$ cat src/hw/rtl/hdf_pkg.sv
// ============================================================================
// hdf_pkg - shared types, constants and control store for the hex dump block
// Holds the control-word layout, the step program, the register map and the
// character helpers used by the sequencer, the datapath and the registers.
// ============================================================================
package hdf_pkg;

   // ---- register map (index = paddr[4:2]) ----
   localparam int CSR_ADDR_W = 5;
   localparam logic [2:0] REG_ROW_WIDTH     = 3'd0;
   localparam logic [2:0] REG_GROUP_SIZE    = 3'd1;
   localparam logic [2:0] REG_UPPERCASE     = 3'd2;
   localparam logic [2:0] REG_PLAIN_MODE    = 3'd3;
   localparam logic [2:0] REG_START_OFFSET  = 3'd4;
   localparam logic [2:0] REG_LENGTH_LIMIT  = 3'd5;
   localparam logic [2:0] REG_LIMIT_ENABLED = 3'd6;

   localparam logic [4:0] ROW_WIDTH_RESET  = 5'd16;
   localparam logic [4:0] GROUP_SIZE_RESET = 5'd2;

   // ---- characters ----
   localparam logic [7:0] CH_SPACE   = 8'h20;
   localparam logic [7:0] CH_TILDE   = 8'h7e;
   localparam logic [7:0] CH_DOT     = 8'h2e;
   localparam logic [7:0] CH_COLON   = 8'h3a;
   localparam logic [7:0] CH_NEWLINE = 8'h0a;
   localparam logic [7:0] CH_ZERO    = 8'h30;
   localparam logic [7:0] CH_UPPER_A_M10 = 8'h37;  // 'A' less ten
   localparam logic [7:0] CH_LOWER_A_M10 = 8'h57;  // 'a' less ten

   localparam int ADDR_DIGITS    = 8;
   localparam int COLS_LIMIT     = 16;   // widest row any build supports

   // ---- control word ----
   typedef logic [3:0] step_type;

   localparam step_type STEP_WAIT    = 4'd0;
   localparam step_type STEP_ADDR    = 4'd1;
   localparam step_type STEP_COLON   = 4'd2;
   localparam step_type STEP_SEP     = 4'd3;
   localparam step_type STEP_GAP     = 4'd4;
   localparam step_type STEP_HEX_HI  = 4'd5;
   localparam step_type STEP_HEX_LO  = 4'd6;
   localparam step_type STEP_TRAIL   = 4'd7;
   localparam step_type STEP_PAD     = 4'd8;
   localparam step_type STEP_SIDE    = 4'd9;
   localparam step_type STEP_NEWLINE = 4'd10;

   typedef enum logic [2:0] {
      EMIT_NONE, EMIT_ADDR, EMIT_COLON, EMIT_SPACE,
      EMIT_HEX_HI, EMIT_HEX_LO, EMIT_SIDE, EMIT_NEWLINE
   } emit_type;

   typedef enum logic [1:0] {
      JMP_NEXT, JMP_COND, JMP_START, JMP_TAIL
   } jump_type;

   typedef enum logic [1:0] {
      COND_ALWAYS, COND_CNT_NZ, COND_SIDE_MORE, COND_MID_ROW
   } cond_type;

   typedef enum logic [1:0] {
      CNT_HOLD, CNT_LOAD_ADDR, CNT_LOAD_PAD, CNT_DEC
   } cnt_op_type;

   typedef enum logic [1:0] {
      LAST_NEVER, LAST_ALWAYS, LAST_PLAIN_MID, LAST_MID
   } last_type;

   typedef struct packed {
      emit_type   emit;
      cnt_op_type cnt_op;
      last_type   last;
      jump_type   jump;
      cond_type   cond;
      step_type   target;
   } ucode_type;

   // ---- inter-module bundles ----
   typedef struct packed {
      logic [4:0]  row_width;
      logic [4:0]  group_size;
      logic        uppercase;
      logic        plain_mode;
      logic [31:0] start_offset;
      logic        start_load;
      logic [31:0] length_limit;
      logic        limit_enabled;
   } cfg_type;

   typedef struct packed {
      logic slot_free;
      logic skip;
      logic first_normal;
      logic gap;
      logic row_end;
      logic plain;
      logic cnt_nz;
      logic side_more;
   } status_type;

   typedef struct packed {
      logic      go;
      logic      take;
      ucode_type word;
   } ctrl_type;

   // ---- step program ----
   function automatic ucode_type ucode_rom(step_type s);
      ucode_type w;
      unique case (s)
         STEP_WAIT:    w = '{EMIT_NONE,    CNT_LOAD_ADDR, LAST_NEVER,     JMP_START,
                             COND_ALWAYS,  STEP_WAIT};
         STEP_ADDR:    w = '{EMIT_ADDR,    CNT_DEC,       LAST_NEVER,     JMP_COND,
                             COND_CNT_NZ,  STEP_ADDR};
         STEP_COLON:   w = '{EMIT_COLON,   CNT_HOLD,      LAST_NEVER,     JMP_NEXT,
                             COND_ALWAYS,  STEP_WAIT};
         STEP_SEP:     w = '{EMIT_SPACE,   CNT_HOLD,      LAST_NEVER,     JMP_COND,
                             COND_ALWAYS,  STEP_HEX_HI};
         STEP_GAP:     w = '{EMIT_SPACE,   CNT_HOLD,      LAST_NEVER,     JMP_NEXT,
                             COND_ALWAYS,  STEP_WAIT};
         STEP_HEX_HI:  w = '{EMIT_HEX_HI,  CNT_HOLD,      LAST_NEVER,     JMP_NEXT,
                             COND_ALWAYS,  STEP_WAIT};
         STEP_HEX_LO:  w = '{EMIT_HEX_LO,  CNT_HOLD,      LAST_PLAIN_MID, JMP_TAIL,
                             COND_ALWAYS,  STEP_WAIT};
         STEP_TRAIL:   w = '{EMIT_SPACE,   CNT_LOAD_PAD,  LAST_MID,       JMP_COND,
                             COND_MID_ROW, STEP_WAIT};
         STEP_PAD:     w = '{EMIT_SPACE,   CNT_DEC,       LAST_NEVER,     JMP_COND,
                             COND_CNT_NZ,  STEP_PAD};
         STEP_SIDE:    w = '{EMIT_SIDE,    CNT_HOLD,      LAST_NEVER,     JMP_COND,
                             COND_SIDE_MORE, STEP_SIDE};
         STEP_NEWLINE: w = '{EMIT_NEWLINE, CNT_HOLD,      LAST_ALWAYS,    JMP_COND,
                             COND_ALWAYS,  STEP_WAIT};
         default:      w = '{EMIT_NONE,    CNT_HOLD,      LAST_NEVER,     JMP_COND,
                             COND_ALWAYS,  STEP_WAIT};
      endcase
      return w;
   endfunction

   // ---- character helpers ----
   function automatic logic [7:0] hex_char(logic [3:0] nib, logic upper);
      logic [7:0] base;
      if (nib < 4'd10) begin
         base = CH_ZERO;
      end else begin
         base = upper ? CH_UPPER_A_M10 : CH_LOWER_A_M10;
      end
      return base + {4'h0, nib};
   endfunction

   function automatic logic [7:0] side_char(logic [7:0] c);
      return (c >= CH_SPACE && c <= CH_TILDE) ? c : CH_DOT;
   endfunction

   // col is a whole number of groups of gs bytes; col stays within one row
   function automatic logic is_multiple(logic [4:0] col, logic [4:0] gs);
      logic       found;
      logic [9:0] prod;
      found = 1'b0;
      for (int k = 1; k <= COLS_LIMIT; k++) begin
         prod = 10'(gs) * 10'(k);
         if (prod == 10'(col)) begin
            found = 1'b1;
         end
      end
      return found;
   endfunction

endpackage

$ cat src/hw/rtl/hdf_csr.sv
// ============================================================================
// hdf_csr - configuration registers
// APB-style register file; a write to the start offset also strobes the
// address counter load.
// ============================================================================
module hdf_csr (
   input  logic                              clock,
   input  logic                              reset,
   input  logic                              csr_psel,
   input  logic                              csr_penable,
   input  logic                              csr_pwrite,
   input  logic [hdf_pkg::CSR_ADDR_W-1:0]    csr_paddr,
   input  logic [31:0]                       csr_pwdata,
   output logic [31:0]                       csr_prdata,
   output logic                              csr_pready,
   output hdf_pkg::cfg_type                  cfg
);

   logic [4:0]  row_width_ff,  row_width_in;
   logic [4:0]  group_size_ff, group_size_in;
   logic        uppercase_ff,  uppercase_in;
   logic        plain_ff,      plain_in;
   logic [31:0] start_ff,      start_in;
   logic [31:0] limit_ff,      limit_in;
   logic        limit_en_ff,   limit_en_in;
   logic        wr;
   logic [2:0]  index;

   assign wr    = csr_psel & csr_penable & csr_pwrite;
   assign index = csr_paddr[4:2];

   always_comb begin
      row_width_in  = row_width_ff;
      group_size_in = group_size_ff;
      uppercase_in  = uppercase_ff;
      plain_in      = plain_ff;
      start_in      = start_ff;
      limit_in      = limit_ff;
      limit_en_in   = limit_en_ff;
      if (wr) begin
         unique case (index)
            hdf_pkg::REG_ROW_WIDTH:     row_width_in  = csr_pwdata[4:0];
            hdf_pkg::REG_GROUP_SIZE:    group_size_in = csr_pwdata[4:0];
            hdf_pkg::REG_UPPERCASE:     uppercase_in  = csr_pwdata[0];
            hdf_pkg::REG_PLAIN_MODE:    plain_in      = csr_pwdata[0];
            hdf_pkg::REG_START_OFFSET:  start_in      = csr_pwdata;
            hdf_pkg::REG_LENGTH_LIMIT:  limit_in      = csr_pwdata;
            hdf_pkg::REG_LIMIT_ENABLED: limit_en_in   = csr_pwdata[0];
            default: ;
         endcase
      end
   end

   always_ff @(posedge clock) begin
      if (reset) begin
         row_width_ff  <= hdf_pkg::ROW_WIDTH_RESET;
         group_size_ff <= hdf_pkg::GROUP_SIZE_RESET;
         uppercase_ff  <= 1'b0;
         plain_ff      <= 1'b0;
         start_ff      <= '0;
         limit_ff      <= '0;
         limit_en_ff   <= 1'b0;
      end else begin
         row_width_ff  <= row_width_in;
         group_size_ff <= group_size_in;
         uppercase_ff  <= uppercase_in;
         plain_ff      <= plain_in;
         start_ff      <= start_in;
         limit_ff      <= limit_in;
         limit_en_ff   <= limit_en_in;
      end
   end

   always_comb begin
      unique case (index)
         hdf_pkg::REG_ROW_WIDTH:     csr_prdata = {27'd0, row_width_ff};
         hdf_pkg::REG_GROUP_SIZE:    csr_prdata = {27'd0, group_size_ff};
         hdf_pkg::REG_UPPERCASE:     csr_prdata = {31'd0, uppercase_ff};
         hdf_pkg::REG_PLAIN_MODE:    csr_prdata = {31'd0, plain_ff};
         hdf_pkg::REG_START_OFFSET:  csr_prdata = start_ff;
         hdf_pkg::REG_LENGTH_LIMIT:  csr_prdata = limit_ff;
         hdf_pkg::REG_LIMIT_ENABLED: csr_prdata = {31'd0, limit_en_ff};
         default:                    csr_prdata = '0;
      endcase
   end

   assign csr_pready = 1'b1;

   assign cfg.row_width     = row_width_ff;
   assign cfg.group_size    = group_size_ff;
   assign cfg.uppercase     = uppercase_ff;
   assign cfg.plain_mode    = plain_ff;
   assign cfg.start_offset  = csr_pwdata;
   assign cfg.start_load    = wr && (index == hdf_pkg::REG_START_OFFSET);
   assign cfg.length_limit  = limit_ff;
   assign cfg.limit_enabled = limit_en_ff;

endmodule

$ cat src/hw/rtl/hdf_seq.sv
// ============================================================================
// hdf_seq - microcode sequencer
// Step counter over the control store, with conditional jumps, a start
// dispatch per request and a tail dispatch after the hex digits.
// ============================================================================
module hdf_seq (
   input  logic                 clock,
   input  logic                 reset,
   input  logic                 req_valid,
   output logic                 req_ready,
   input  hdf_pkg::status_type  status,
   output hdf_pkg::ctrl_type    ctrl
);

   hdf_pkg::step_type  step_ff, step_in;
   hdf_pkg::step_type  step_inc;
   hdf_pkg::step_type  next_step;
   hdf_pkg::ucode_type word;
   logic               is_wait;
   logic               take;
   logic               go;
   logic               cond_true;

   assign word     = hdf_pkg::ucode_rom(step_ff);
   assign is_wait  = (step_ff == hdf_pkg::STEP_WAIT);
   assign take     = is_wait & req_valid;
   assign go       = is_wait ? take : status.slot_free;
   assign step_inc = step_ff + 4'd1;

   always_comb begin
      unique case (word.cond)
         hdf_pkg::COND_ALWAYS:    cond_true = 1'b1;
         hdf_pkg::COND_CNT_NZ:    cond_true = status.cnt_nz;
         hdf_pkg::COND_SIDE_MORE: cond_true = status.side_more;
         hdf_pkg::COND_MID_ROW:   cond_true = !status.row_end;
         default:                 cond_true = 1'b1;
      endcase
   end

   always_comb begin
      next_step = step_inc;
      unique case (word.jump)
         hdf_pkg::JMP_NEXT: next_step = step_inc;
         hdf_pkg::JMP_COND: next_step = cond_true ? word.target : step_inc;
         hdf_pkg::JMP_START: begin
            priority if (status.skip)         next_step = hdf_pkg::STEP_WAIT;
            else if (status.first_normal)     next_step = hdf_pkg::STEP_ADDR;
            else if (status.gap)              next_step = hdf_pkg::STEP_GAP;
            else                              next_step = hdf_pkg::STEP_HEX_HI;
         end
         hdf_pkg::JMP_TAIL: begin
            priority if (!status.plain)       next_step = step_inc;
            else if (status.row_end)          next_step = hdf_pkg::STEP_NEWLINE;
            else                              next_step = hdf_pkg::STEP_WAIT;
         end
         default: next_step = hdf_pkg::STEP_WAIT;
      endcase
      step_in = go ? next_step : step_ff;
   end

   always_ff @(posedge clock) begin
      if (reset) begin
         step_ff <= hdf_pkg::STEP_WAIT;
      end else begin
         step_ff <= step_in;
      end
   end

   assign req_ready = is_wait;
   assign ctrl.go   = go;
   assign ctrl.take = take;
   assign ctrl.word = word;

endmodule

$ cat src/hw/rtl/hdf_datapath.sv
// ============================================================================
// hdf_datapath - dump state, character selection and result register
// Holds the open row, column, address and byte counters, the loop counters
// the program steps through, and the output register.
// ============================================================================
module hdf_datapath #(
   parameter int MAX_COLS = 16
) (
   input  logic                clock,
   input  logic                reset,
   input  hdf_pkg::cfg_type    cfg,
   input  hdf_pkg::ctrl_type   ctrl,
   output hdf_pkg::status_type status,
   input  logic [7:0]          req_data_byte,
   input  logic                req_final_byte,
   output logic                rsp_valid,
   input  logic                rsp_ready,
   output logic [7:0]          rsp_out_char,
   output logic                rsp_run_last
);

   localparam int COL_W = $clog2(MAX_COLS + 1);
   localparam int IDX_W = (MAX_COLS > 1) ? $clog2(MAX_COLS) : 1;
   localparam int CNT_W = $clog2(3 * MAX_COLS + hdf_pkg::ADDR_DIGITS);

   logic [COL_W-1:0] col_ff,      col_in;
   logic [31:0]      addr_ff,     addr_in;
   logic [31:0]      done_ff,     done_in;
   logic             fin_ff,      fin_in;
   logic [7:0]       byte_ff,     byte_in;
   logic             row_end_ff,  row_end_in;
   logic [CNT_W-1:0] pad3_ff,     pad3_in;
   logic [IDX_W-1:0] side_end_ff, side_end_in;
   logic [IDX_W-1:0] side_idx_ff, side_idx_in;
   logic [31:0]      addr_sh_ff,  addr_sh_in;
   logic [CNT_W-1:0] cnt_ff,      cnt_in;
   logic             rsp_valid_ff, rsp_valid_in;
   logic [7:0]       rsp_char_ff,  rsp_char_in;
   logic             rsp_last_ff,  rsp_last_in;
   logic [7:0]       row_ff [MAX_COLS];

   logic [4:0]       cols_sat;
   logic [COL_W-1:0] cols;
   logic [IDX_W-1:0] idx;
   logic [COL_W-1:0] new_col;
   logic [COL_W-1:0] pad_cols;
   logic [CNT_W-1:0] pad3;
   logic [31:0]      done_nx;
   logic             passed;
   logic             limit_hit;
   logic             row_end_nx;
   logic             skip;
   logic             take_ok;
   logic [7:0]       char_sel;
   logic             last_sel;

   // ---- decisions for an arriving request ----
   always_comb begin
      if (cfg.row_width == 5'd0) begin
         cols_sat = 5'd1;
      end else if (cfg.row_width > 5'(MAX_COLS)) begin
         cols_sat = 5'(MAX_COLS);
      end else begin
         cols_sat = cfg.row_width;
      end
   end

   assign cols      = COL_W'(cols_sat);
   assign idx       = (col_ff < COL_W'(MAX_COLS)) ? IDX_W'(col_ff) : IDX_W'(MAX_COLS - 1);
   assign new_col   = COL_W'(idx) + COL_W'(1);
   assign pad_cols  = (new_col < cols) ? (cols - new_col) : '0;
   assign pad3      = (CNT_W'(pad_cols) << 1) + CNT_W'(pad_cols);
   assign done_nx   = done_ff + 32'd1;
   assign passed    = cfg.limit_enabled && (done_ff >= cfg.length_limit);
   assign limit_hit = cfg.limit_enabled && (done_nx >= cfg.length_limit);
   assign row_end_nx = (new_col >= cols) || req_final_byte || limit_hit;
   assign skip      = fin_ff || passed;
   assign take_ok   = ctrl.take && !skip;

   assign status.slot_free    = !rsp_valid_ff || rsp_ready;
   assign status.skip         = skip;
   assign status.first_normal = !cfg.plain_mode && (col_ff == '0);
   assign status.gap          = cfg.plain_mode && (col_ff != '0) && (cfg.group_size != 5'd0)
                                && hdf_pkg::is_multiple(5'(col_ff), cfg.group_size);
   assign status.row_end      = row_end_ff;
   assign status.plain        = cfg.plain_mode;
   assign status.cnt_nz       = (cnt_ff != '0);
   assign status.side_more    = (side_idx_ff != side_end_ff);

   // ---- character selection ----
   always_comb begin
      unique case (ctrl.word.emit)
         hdf_pkg::EMIT_NONE:    char_sel = '0;
         hdf_pkg::EMIT_ADDR:    char_sel = hdf_pkg::hex_char(addr_sh_ff[31:28], cfg.uppercase);
         hdf_pkg::EMIT_COLON:   char_sel = hdf_pkg::CH_COLON;
         hdf_pkg::EMIT_SPACE:   char_sel = hdf_pkg::CH_SPACE;
         hdf_pkg::EMIT_HEX_HI:  char_sel = hdf_pkg::hex_char(byte_ff[7:4], cfg.uppercase);
         hdf_pkg::EMIT_HEX_LO:  char_sel = hdf_pkg::hex_char(byte_ff[3:0], cfg.uppercase);
         hdf_pkg::EMIT_SIDE:    char_sel = hdf_pkg::side_char(row_ff[side_idx_ff]);
         hdf_pkg::EMIT_NEWLINE: char_sel = hdf_pkg::CH_NEWLINE;
         default:               char_sel = '0;
      endcase
      unique case (ctrl.word.last)
         hdf_pkg::LAST_NEVER:     last_sel = 1'b0;
         hdf_pkg::LAST_ALWAYS:    last_sel = 1'b1;
         hdf_pkg::LAST_PLAIN_MID: last_sel = cfg.plain_mode && !row_end_ff;
         hdf_pkg::LAST_MID:       last_sel = !row_end_ff;
         default:                 last_sel = 1'b0;
      endcase
   end

   // ---- next state ----
   always_comb begin
      col_in       = col_ff;
      addr_in      = addr_ff;
      done_in      = done_ff;
      fin_in       = fin_ff;
      byte_in      = byte_ff;
      row_end_in   = row_end_ff;
      pad3_in      = pad3_ff;
      side_end_in  = side_end_ff;
      side_idx_in  = side_idx_ff;
      addr_sh_in   = addr_sh_ff;
      cnt_in       = cnt_ff;
      rsp_valid_in = rsp_valid_ff;
      rsp_char_in  = rsp_char_ff;
      rsp_last_in  = rsp_last_ff;

      if (take_ok) begin
         col_in      = row_end_nx ? '0 : new_col;
         done_in     = done_nx;
         byte_in     = req_data_byte;
         row_end_in  = row_end_nx;
         pad3_in     = pad3;
         side_end_in = idx;
         side_idx_in = '0;
         addr_sh_in  = addr_ff;
         if (row_end_nx) begin
            addr_in = addr_ff + 32'(new_col);
         end
         if (row_end_nx && (req_final_byte || limit_hit)) begin
            fin_in = 1'b1;
         end
      end
      if (cfg.start_load) begin
         addr_in = cfg.start_offset;
      end

      if (ctrl.go) begin
         unique case (ctrl.word.cnt_op)
            hdf_pkg::CNT_HOLD:      cnt_in = cnt_ff;
            hdf_pkg::CNT_LOAD_ADDR: cnt_in = CNT_W'(hdf_pkg::ADDR_DIGITS - 1);
            hdf_pkg::CNT_LOAD_PAD:  cnt_in = pad3_ff;
            hdf_pkg::CNT_DEC:       cnt_in = cnt_ff - CNT_W'(1);
            default:                cnt_in = cnt_ff;
         endcase
         if (ctrl.word.emit == hdf_pkg::EMIT_ADDR) begin
            addr_sh_in = addr_sh_ff << 4;
         end
         if (ctrl.word.emit == hdf_pkg::EMIT_SIDE) begin
            side_idx_in = side_idx_ff + IDX_W'(1);
         end
      end

      if (ctrl.go && (ctrl.word.emit != hdf_pkg::EMIT_NONE)) begin
         rsp_valid_in = 1'b1;
         rsp_char_in  = char_sel;
         rsp_last_in  = last_sel;
      end else if (rsp_ready) begin
         rsp_valid_in = 1'b0;
      end
   end

   always_ff @(posedge clock) begin
      if (reset) begin
         col_ff       <= '0;
         addr_ff      <= '0;
         done_ff      <= '0;
         fin_ff       <= 1'b0;
         rsp_valid_ff <= 1'b0;
      end else begin
         col_ff       <= col_in;
         addr_ff      <= addr_in;
         done_ff      <= done_in;
         fin_ff       <= fin_in;
         rsp_valid_ff <= rsp_valid_in;
      end
   end

   always_ff @(posedge clock) begin
      byte_ff     <= byte_in;
      row_end_ff  <= row_end_in;
      pad3_ff     <= pad3_in;
      side_end_ff <= side_end_in;
      side_idx_ff <= side_idx_in;
      addr_sh_ff  <= addr_sh_in;
      cnt_ff      <= cnt_in;
      rsp_char_ff <= rsp_char_in;
      rsp_last_ff <= rsp_last_in;
      if (take_ok) begin
         row_ff[idx] <= req_data_byte;
      end
   end

   assign rsp_valid    = rsp_valid_ff;
   assign rsp_out_char = rsp_char_ff;
   assign rsp_run_last = rsp_last_ff;

endmodule

$ cat src/hw/rtl/hex_dump_formatter.sv
// ============================================================================
// hex_dump_formatter - byte stream to hex dump text, one character per result
// Top level: register file, microcode sequencer and datapath.
// ============================================================================
// Usage
//   req_*  : one raw byte per request (req_data_byte, req_final_byte).
//   rsp_*  : one ASCII character per result; rsp_run_last marks the last
//            character that a request causes.
//   csr_*  : APB-style register port, register i at byte address 4*i; write
//            only while the block is idle. A start offset write also loads
//            the running address.
// Operation
//   A request is taken in the wait step; the step that follows writes its
//   first character into the result register. The sequencer then leaves
//   one character per cycle unless the receiver stalls. A request gives
//   3 characters in normal mode, plus 10 on the first byte of a row, plus
//   3*pad + sidebar + 2 on the last; 2 in plain mode, plus 1 for a group
//   gap and 1 for the newline. A request after the end of the dump, or past
//   the length limit, is taken in the wait step and gives no result.
// Reset clears the sequencer, dump counters and pending result and restores the
// register defaults. When the receiver stalls, hold the result register and
// freeze the program; the next request is taken as soon as the last
// character of the previous one sits in the result register.
// ============================================================================
module hex_dump_formatter #(
   parameter int MAX_COLS = 16
) (
   input  logic                           clock,
   input  logic                           reset,
   // request channel
   input  logic                           req_valid,
   output logic                           req_ready,
   input  logic [7:0]                     req_data_byte,
   input  logic                           req_final_byte,
   // result channel
   output logic                           rsp_valid,
   input  logic                           rsp_ready,
   output logic [7:0]                     rsp_out_char,
   output logic                           rsp_run_last,
   // register port
   input  logic                           csr_psel,
   input  logic                           csr_penable,
   input  logic                           csr_pwrite,
   input  logic [hdf_pkg::CSR_ADDR_W-1:0] csr_paddr,
   input  logic [31:0]                    csr_pwdata,
   output logic [31:0]                    csr_prdata,
   output logic                           csr_pready
);

   hdf_pkg::cfg_type    cfg;
   hdf_pkg::status_type status;
   hdf_pkg::ctrl_type   ctrl;

   // Registers; the start offset strobe reaches the address counter directly.
   hdf_csr u_csr (
      .clock       (clock),
      .reset       (reset),
      .csr_psel    (csr_psel),
      .csr_penable (csr_penable),
      .csr_pwrite  (csr_pwrite),
      .csr_paddr   (csr_paddr),
      .csr_pwdata  (csr_pwdata),
      .csr_prdata  (csr_prdata),
      .csr_pready  (csr_pready),
      .cfg         (cfg)
   );

   // Step counter and ROM; past wait, advance only when the result slot frees.
   hdf_seq u_seq (
      .clock     (clock),
      .reset     (reset),
      .req_valid (req_valid),
      .req_ready (req_ready),
      .status    (status),
      .ctrl      (ctrl)
   );

   // Row store, counters and result register, driven by the control word.
   hdf_datapath #(
      .MAX_COLS (MAX_COLS)
   ) u_datapath (
      .clock          (clock),
      .reset          (reset),
      .cfg            (cfg),
      .ctrl           (ctrl),
      .status         (status),
      .req_data_byte  (req_data_byte),
      .req_final_byte (req_final_byte),
      .rsp_valid      (rsp_valid),
      .rsp_ready      (rsp_ready),
      .rsp_out_char   (rsp_out_char),
      .rsp_run_last   (rsp_run_last)
   );

endmodule

$ cat config.mk
export PLATFORM = sky130hd
export DESIGN_NAME = hex_dump_formatter
export DESIGN_NICKNAME = d
export VERILOG_FILES = /design/src/hw/rtl/hdf_pkg.sv /design/src/hw/rtl/hdf_csr.sv /design/src/hw/rtl/hdf_seq.sv /design/src/hw/rtl/hdf_datapath.sv /design/src/hw/rtl/hex_dump_formatter.sv
export SDC_FILE = /design/constraint.sdc
export NUM_CORES = 1
export LEC_CHECK = 0
export BUFFER_PORTS_ARGS = -buffer_cell sky130_fd_sc_hd__clkbuf_2
export CORE_UTILIZATION = 55
export CTS_BUF_LIST = sky130_fd_sc_hd__clkbuf_4
export DETAILED_ROUTE_END_ITERATION = 10
export PLACE_DENSITY = 0.72
export RECOVER_POWER = 25
export SETUP_SLACK_MARGIN = 0.05
export SLEW_MARGIN = 20
export SYNTH_ARGS = -nofsm -noshare
export SYNTH_HDL_FRONTEND = slang
export SYNTH_HIERARCHICAL = 1
export SYNTH_SLANG_ARGS = --single-unit
$ cat constraint.sdc
create_clock -name clock -period 6.05 [get_ports clock]
set_input_delay 1.21 -clock clock [delete_from_list [all_inputs] [get_ports clock]]
set_output_delay 1.21 -clock clock [all_outputs]
set_load 0.02 [all_outputs]
==> Yosys cells after proc, flatten, opt, wreduce, memory -nomap -nowiden <==
Memories as Yosys holds them, arrays and structs flattened. A register that Yosys moved wholly into a read port is not among the register bits.
Cells that the tools add are included.
{ "word_totals": {"ramBits": 128, "out_inout_bits": 44, "input_bits": 53, "regBits": 222, "memories": 2, "wordCells": 207, "romBits": 224} }
{ "memory_table": {"columns": ["name", "words", "word_bits", "read_ports", "rd_ports_with_merged_regs", "wr", "line_no", "text"], "rows": [
  ["(name not given)", 16, 14, 1, 1, 0, "hdf_pkg.sv:111", "unique case (s)"],
  ["u_datapath.row_ff", 16, 8, 1, 1, 1, "hdf_datapath.sv:40", "logic [7:0] row_ff [MAX_COLS];"]
]} }
{ "op_classes": {"reduce_logical": 47, "bitwise": 4, "n_mul": 11, "eq_ne": 42, "order_cmp": 11, "add_sub_neg": 11, "muxes": 57} }
{ "op_table": {"columns": ["op", "n"], "rows": [
  ["one-hot mux 32 bit (7 select lines)", 1],
  ["two-way mux 32 bit", 6],
  ["== test 9 x 5 -> 1 bit", 8],
  ["greater-or-equal comparator 32 bit", 2],
  ["one-hot mux 8 bit (8 select lines)", 1],
  ["two-way mux 8 bit", 7],
  ["two-way mux 4 bit", 11],
  ["multiplier 5 x 4 -> 9 bit, second input constant", 4],
  ["adder 32 x 1 -> 32 bit, second input constant", 1],
  ["adder 32 x 5 -> 32 bit", 1],
  ["== test 8 x 5 -> 1 bit", 4],
  ["multiplier 5 x 3 -> 8 bit, second input constant", 4],
  ["adder 8 x 4 -> 8 bit", 3],
  ["two-way mux 1 bit", 22],
  ["== test 3 bit, second input constant", 7],
  ["multiplier 5 x 2 -> 7 bit, second input constant", 3],
  ["two-way mux 5 bit", 4],
  ["AND reduction 2 bit", 10],
  ["one-hot mux 6 bit (3 select lines)", 1],
  ["== test 2 bit, second input constant", 8],
  ["one-hot mux 4 bit (4 select lines)", 1],
  ["== test 7 x 5 -> 1 bit", 2],
  ["== test 3 x 2 -> 1 bit, second input constant", 4],
  ["logical AND 1 bit", 12],
  ["other kinds (31)", 56]
]} }

==> Longest topological paths before layout <==
{ "depth": {"word_depth": 24, "mapped_depth": 20, "ltp_nobuf": 20} }

==> Cells and area by module <==
The synthesis kept the hierarchy.
{ "modules_own_cells": {"columns": ["module", "cells_each", "seq_area_each_um2", "area_each_um2", "n_inst"], "rows": [
  ["hdf_datapath", 1601, 7006.7, 16540.9, 1],
  ["hdf_csr", 432, 1541.5, 3936.3, 1],
  ["hdf_seq", 113, 340.3, 1082.3, 1]
]} }

==> Worst setup path after synthesis <==
OpenSTA, ideal clock, no wires.
{ "synth_timing": {"path_type": "reg2reg", "start": "register u_csr.group_size_ff[3]", "end": "register u_seq/word[7] (netlist name)", "n_path_buf": 0, "arrival_time_ns": 4.651, "setup_ns": 0.117, "required_time_ns": 5.933, "stages_incl_launch_ff": 18, "slack_ns": 1.282, "synth_period_minus_slack_ns": 4.768, "path_cell_list": "dfxtp_1 -> fa_1 -> fa_1 -> ha_1 -> a21oi_1 -> nor2b_1 -> or2_2 -> a21oi_1 -> o32ai_1 -> a31oi_1 -> a31oi_1 -> a2111oi_0 -> a311oi_1 -> o32ai_2 -> inv_1 -> ha_1 -> a21bo_2 -> a21oi_1"} }
{ "synth_lines": {"columns": ["item", "line_no", "text"], "rows": [
  ["from (decl)", "hdf_csr.sv:20", "logic [4:0] group_size_ff, group_size_in;"],
  ["from (signal assigned)", "hdf_csr.sv:57", "group_size_ff <= hdf_pkg::GROUP_SIZE_RESET;"],
  ["from (signal assigned)", "hdf_csr.sv:65", "group_size_ff <= group_size_in;"]
]} }

==> results.md <==
* Yosys warns at 6
* Share of layout cells above drive strength 1 at 0.156
* DR pass1 iterations at 5
* Fin area at between 20,000 and 25,000 um^2
* Pleak at approximately 9.1 nW
* Count of final setup violators at 0
* R2r startpoint: u_csr/group_size_ff[1]$_SDFFE_PP1P_
* Final setup TNS at 0 ps
* Met3 Use GR at 0.0524
* CP required at 6720 ps
* Worst Setup SP: u_csr/group_size_ff[1]$_SDFFE_PP1P_
* Area Growth Syn to Fin at 7.48%
* WP data arrival at 6110 ps
* Core ar. at roughly 39,000 um^2
* Clock root cell: clkbuf_4
* Largest net degree at the start of global routing at 98
* Final Hold Fails at 0
* Worst Hold Class: flip-flop to flip-flop
* Post-Syn Area at around 22,000 um^2
* TritonCTS buffer count at between 90 and 100
* Gr usage total at 0.262
* Cell Count Post-Placement at roughly 2,600
* Nets at about 2,400
* Post-CTS setup buffers at 0
* Worst slew pin tran at 1310 ps
* Die span in y at roughly 200 um
* Final WL at just over 50 mm
* Fin Clk Skew at between 70 and 80 ps
* CTS sink cnt at 363
* Setup repair after global routing missed its margin: false
* Vias at 16,500
* Period utilisation layout at 0.900
* Crit path launch type: flip-flop
* First-pass GRT wire length at just over 80 mm
* Fin. max-slew vios at 0
* # DRC at 0
* Pwr dens at between 300 and 400 nW/um^2
* Post-route insts no fill at 2,786
* VDD IR max at ~0.00016 V
* Routed WL per cell at between 15 and 20 um
* Syn nets at roughly 2,400
* Final hold slack at approximately 430 ps
* Post-layout min period at ~5400 ps
* Post-DP HPWL at approximately 36 mm
* H-tree depth at 3
* Placer Congestion at around 0.87
* Ports at between 90 and 100
* Antenna violations before repair at 2
* Crit Path Max Fanout at 9
* DR vias/cell at between 5 and 6
* Worst slew margin at 0.126
* Grt met2 use at 0.422
* Clock slew at reported path FFs at approximately 60 ps
* Starting Density at 0.558
* DIE AREA at about 40,000 um^2
* Die width at roughly 200 um
* Initial drt markers at between 1,000 and 1,500
* Gr busiest metal: met2
* Post-CTS sizing at 0
* Post-route ant nets at 0
* Clock buffer depth at 3
* Min-delay src: u_datapath/addr_sh_ff[3]$_DFF_P_
* Placed inst area at 22,000 um^2
* CP Class: flip-flop to flip-flop
* Port bufs at 93
* Hold_buf cts at 0
* Overflow after GRT at 0
* Fmax at ~0.18 GHz
* Mean Syn Cell Area at a little over 10 um^2
* Met1 Use GR at 0.352
* Site row count at 72
* CTS tree: built
* Crit end category: flip-flop
* Max Cap Violations at 0
* Syn Inst Count at approximately 2,100
* Fillers at about 3,300
* Flop2flop setup slack at ~600 ps
* Vias in the first global route at approximately 16,000
* Skew-Pair Late Insertion Delay at 790 ps
* Outcome: complete, no violations
area by class of cell:
type | instances | area, um^2 | area share
multi-input combinational | 1505 | 11400 | 0.491
sequential | 363 | 8890 | 0.384
clock buffer | 132 | 991 | 0.0428
tap | 518 | 648 | 0.0280
timing repair buffer | 113 | 604 | 0.0261
inverter | 119 | 447 | 0.0193
clock inverter | 33 | 201 | 0.00870
antenna | 3 | 7.51 | 0.000324
critical path: stages, from the launching register on:
cell and delay (ps):
dfxtp_1 600, ha_1 370, inv_1 130, fa_1 560, inv_1 50, ha_1 270
a21o_1 170, a21oi_1 160, nor2b_1 80, or2_2 290, a21oi_1 140, o32ai_1 110
a31oi_1 210, a31oi_1 170, buf_4 190, a2111oi_0 450, a311oi_1 140, o32ai_2 490
inv_1 230, ha_1 290, a21bo_2 200, a21oi_1 50
cells in the final DEF (no fill, tap or decap), drive strengths merged, types with 66 or more instances in the layout:
cell / count
ha: 144
o21ai: 131
edfxtp: 162
dfxtp: 201
nor2: 150
nand3: 96
nand2b: 66
nand2: 138
a21oi: 131
xnor2: 84
clkbuf: 225
inv: 120
path summary, 6_finish.rpt:
check | cells after the start | endpoint
setup / recovery | 21 | u_seq/word[7]$_SDFF_PP0_
hold / removal | 2 | u_datapath/addr_sh_ff[7]$_DFF_P_
setup reg to reg | 21 | u_seq/word[7]$_SDFF_PP0_
hold reg to reg | 2 | u_datapath/addr_sh_ff[7]$_DFF_P_
metrics by stage:
stage / power, mW / setup slack (ps) / utilization
after CTS: 7.00 / 630 / 0.599
final: 6.97 / 607 / 0.599
after floorplan: 4.47 / 1280 / -
after global placement: 4.85 / 692 / 0.569
after detailed placement: 4.90 / 632 / 0.569
after global routing: 7.36 / 202 / 0.599
flip-flops by register name, indices dropped and copies added, names as in the netlist, 4 cells and up:
register / count
u_csr/group_size_ff: 5
u_datapath/side_end_ff: 4
u_seq/step_ff: 4
u_datapath/done_ff: 32
u_seq/word: 13
u_datapath/addr_sh_ff: 32
u_csr/limit_ff: 32
u_datapath/col_ff: 5
u_datapath/side_idx_ff: 4
u_datapath/rsp_out_char: 8
u_datapath/cnt_ff: 6
u_csr/start_ff: 32
u_datapath/row_ff: 128
u_datapath/byte_ff: 8
u_datapath/addr_ff: 32
u_datapath/pad3_ff: 6
u_csr/row_width_ff: 5
power breakdown:
part / internal (mW) / switching [mW] / leakage [nW]
clock: 1.09 / 1.01 / 0.710
combinational: 0.686 / 1.15 / 5.27
sequential: 2.85 / 0.190 / 3.10
routing by layer:
| metal | wire length, um | share of wire |
|---|---|---|
| met1 | 22900 | 0.44 |
| met2 | 24400 | 0.47 |
| met3 | 3280 | 0.063 |
| met4 | 1130 | 0.022 |
| met5 | 0 | 0 |
(Power assumes the default switching activity.)
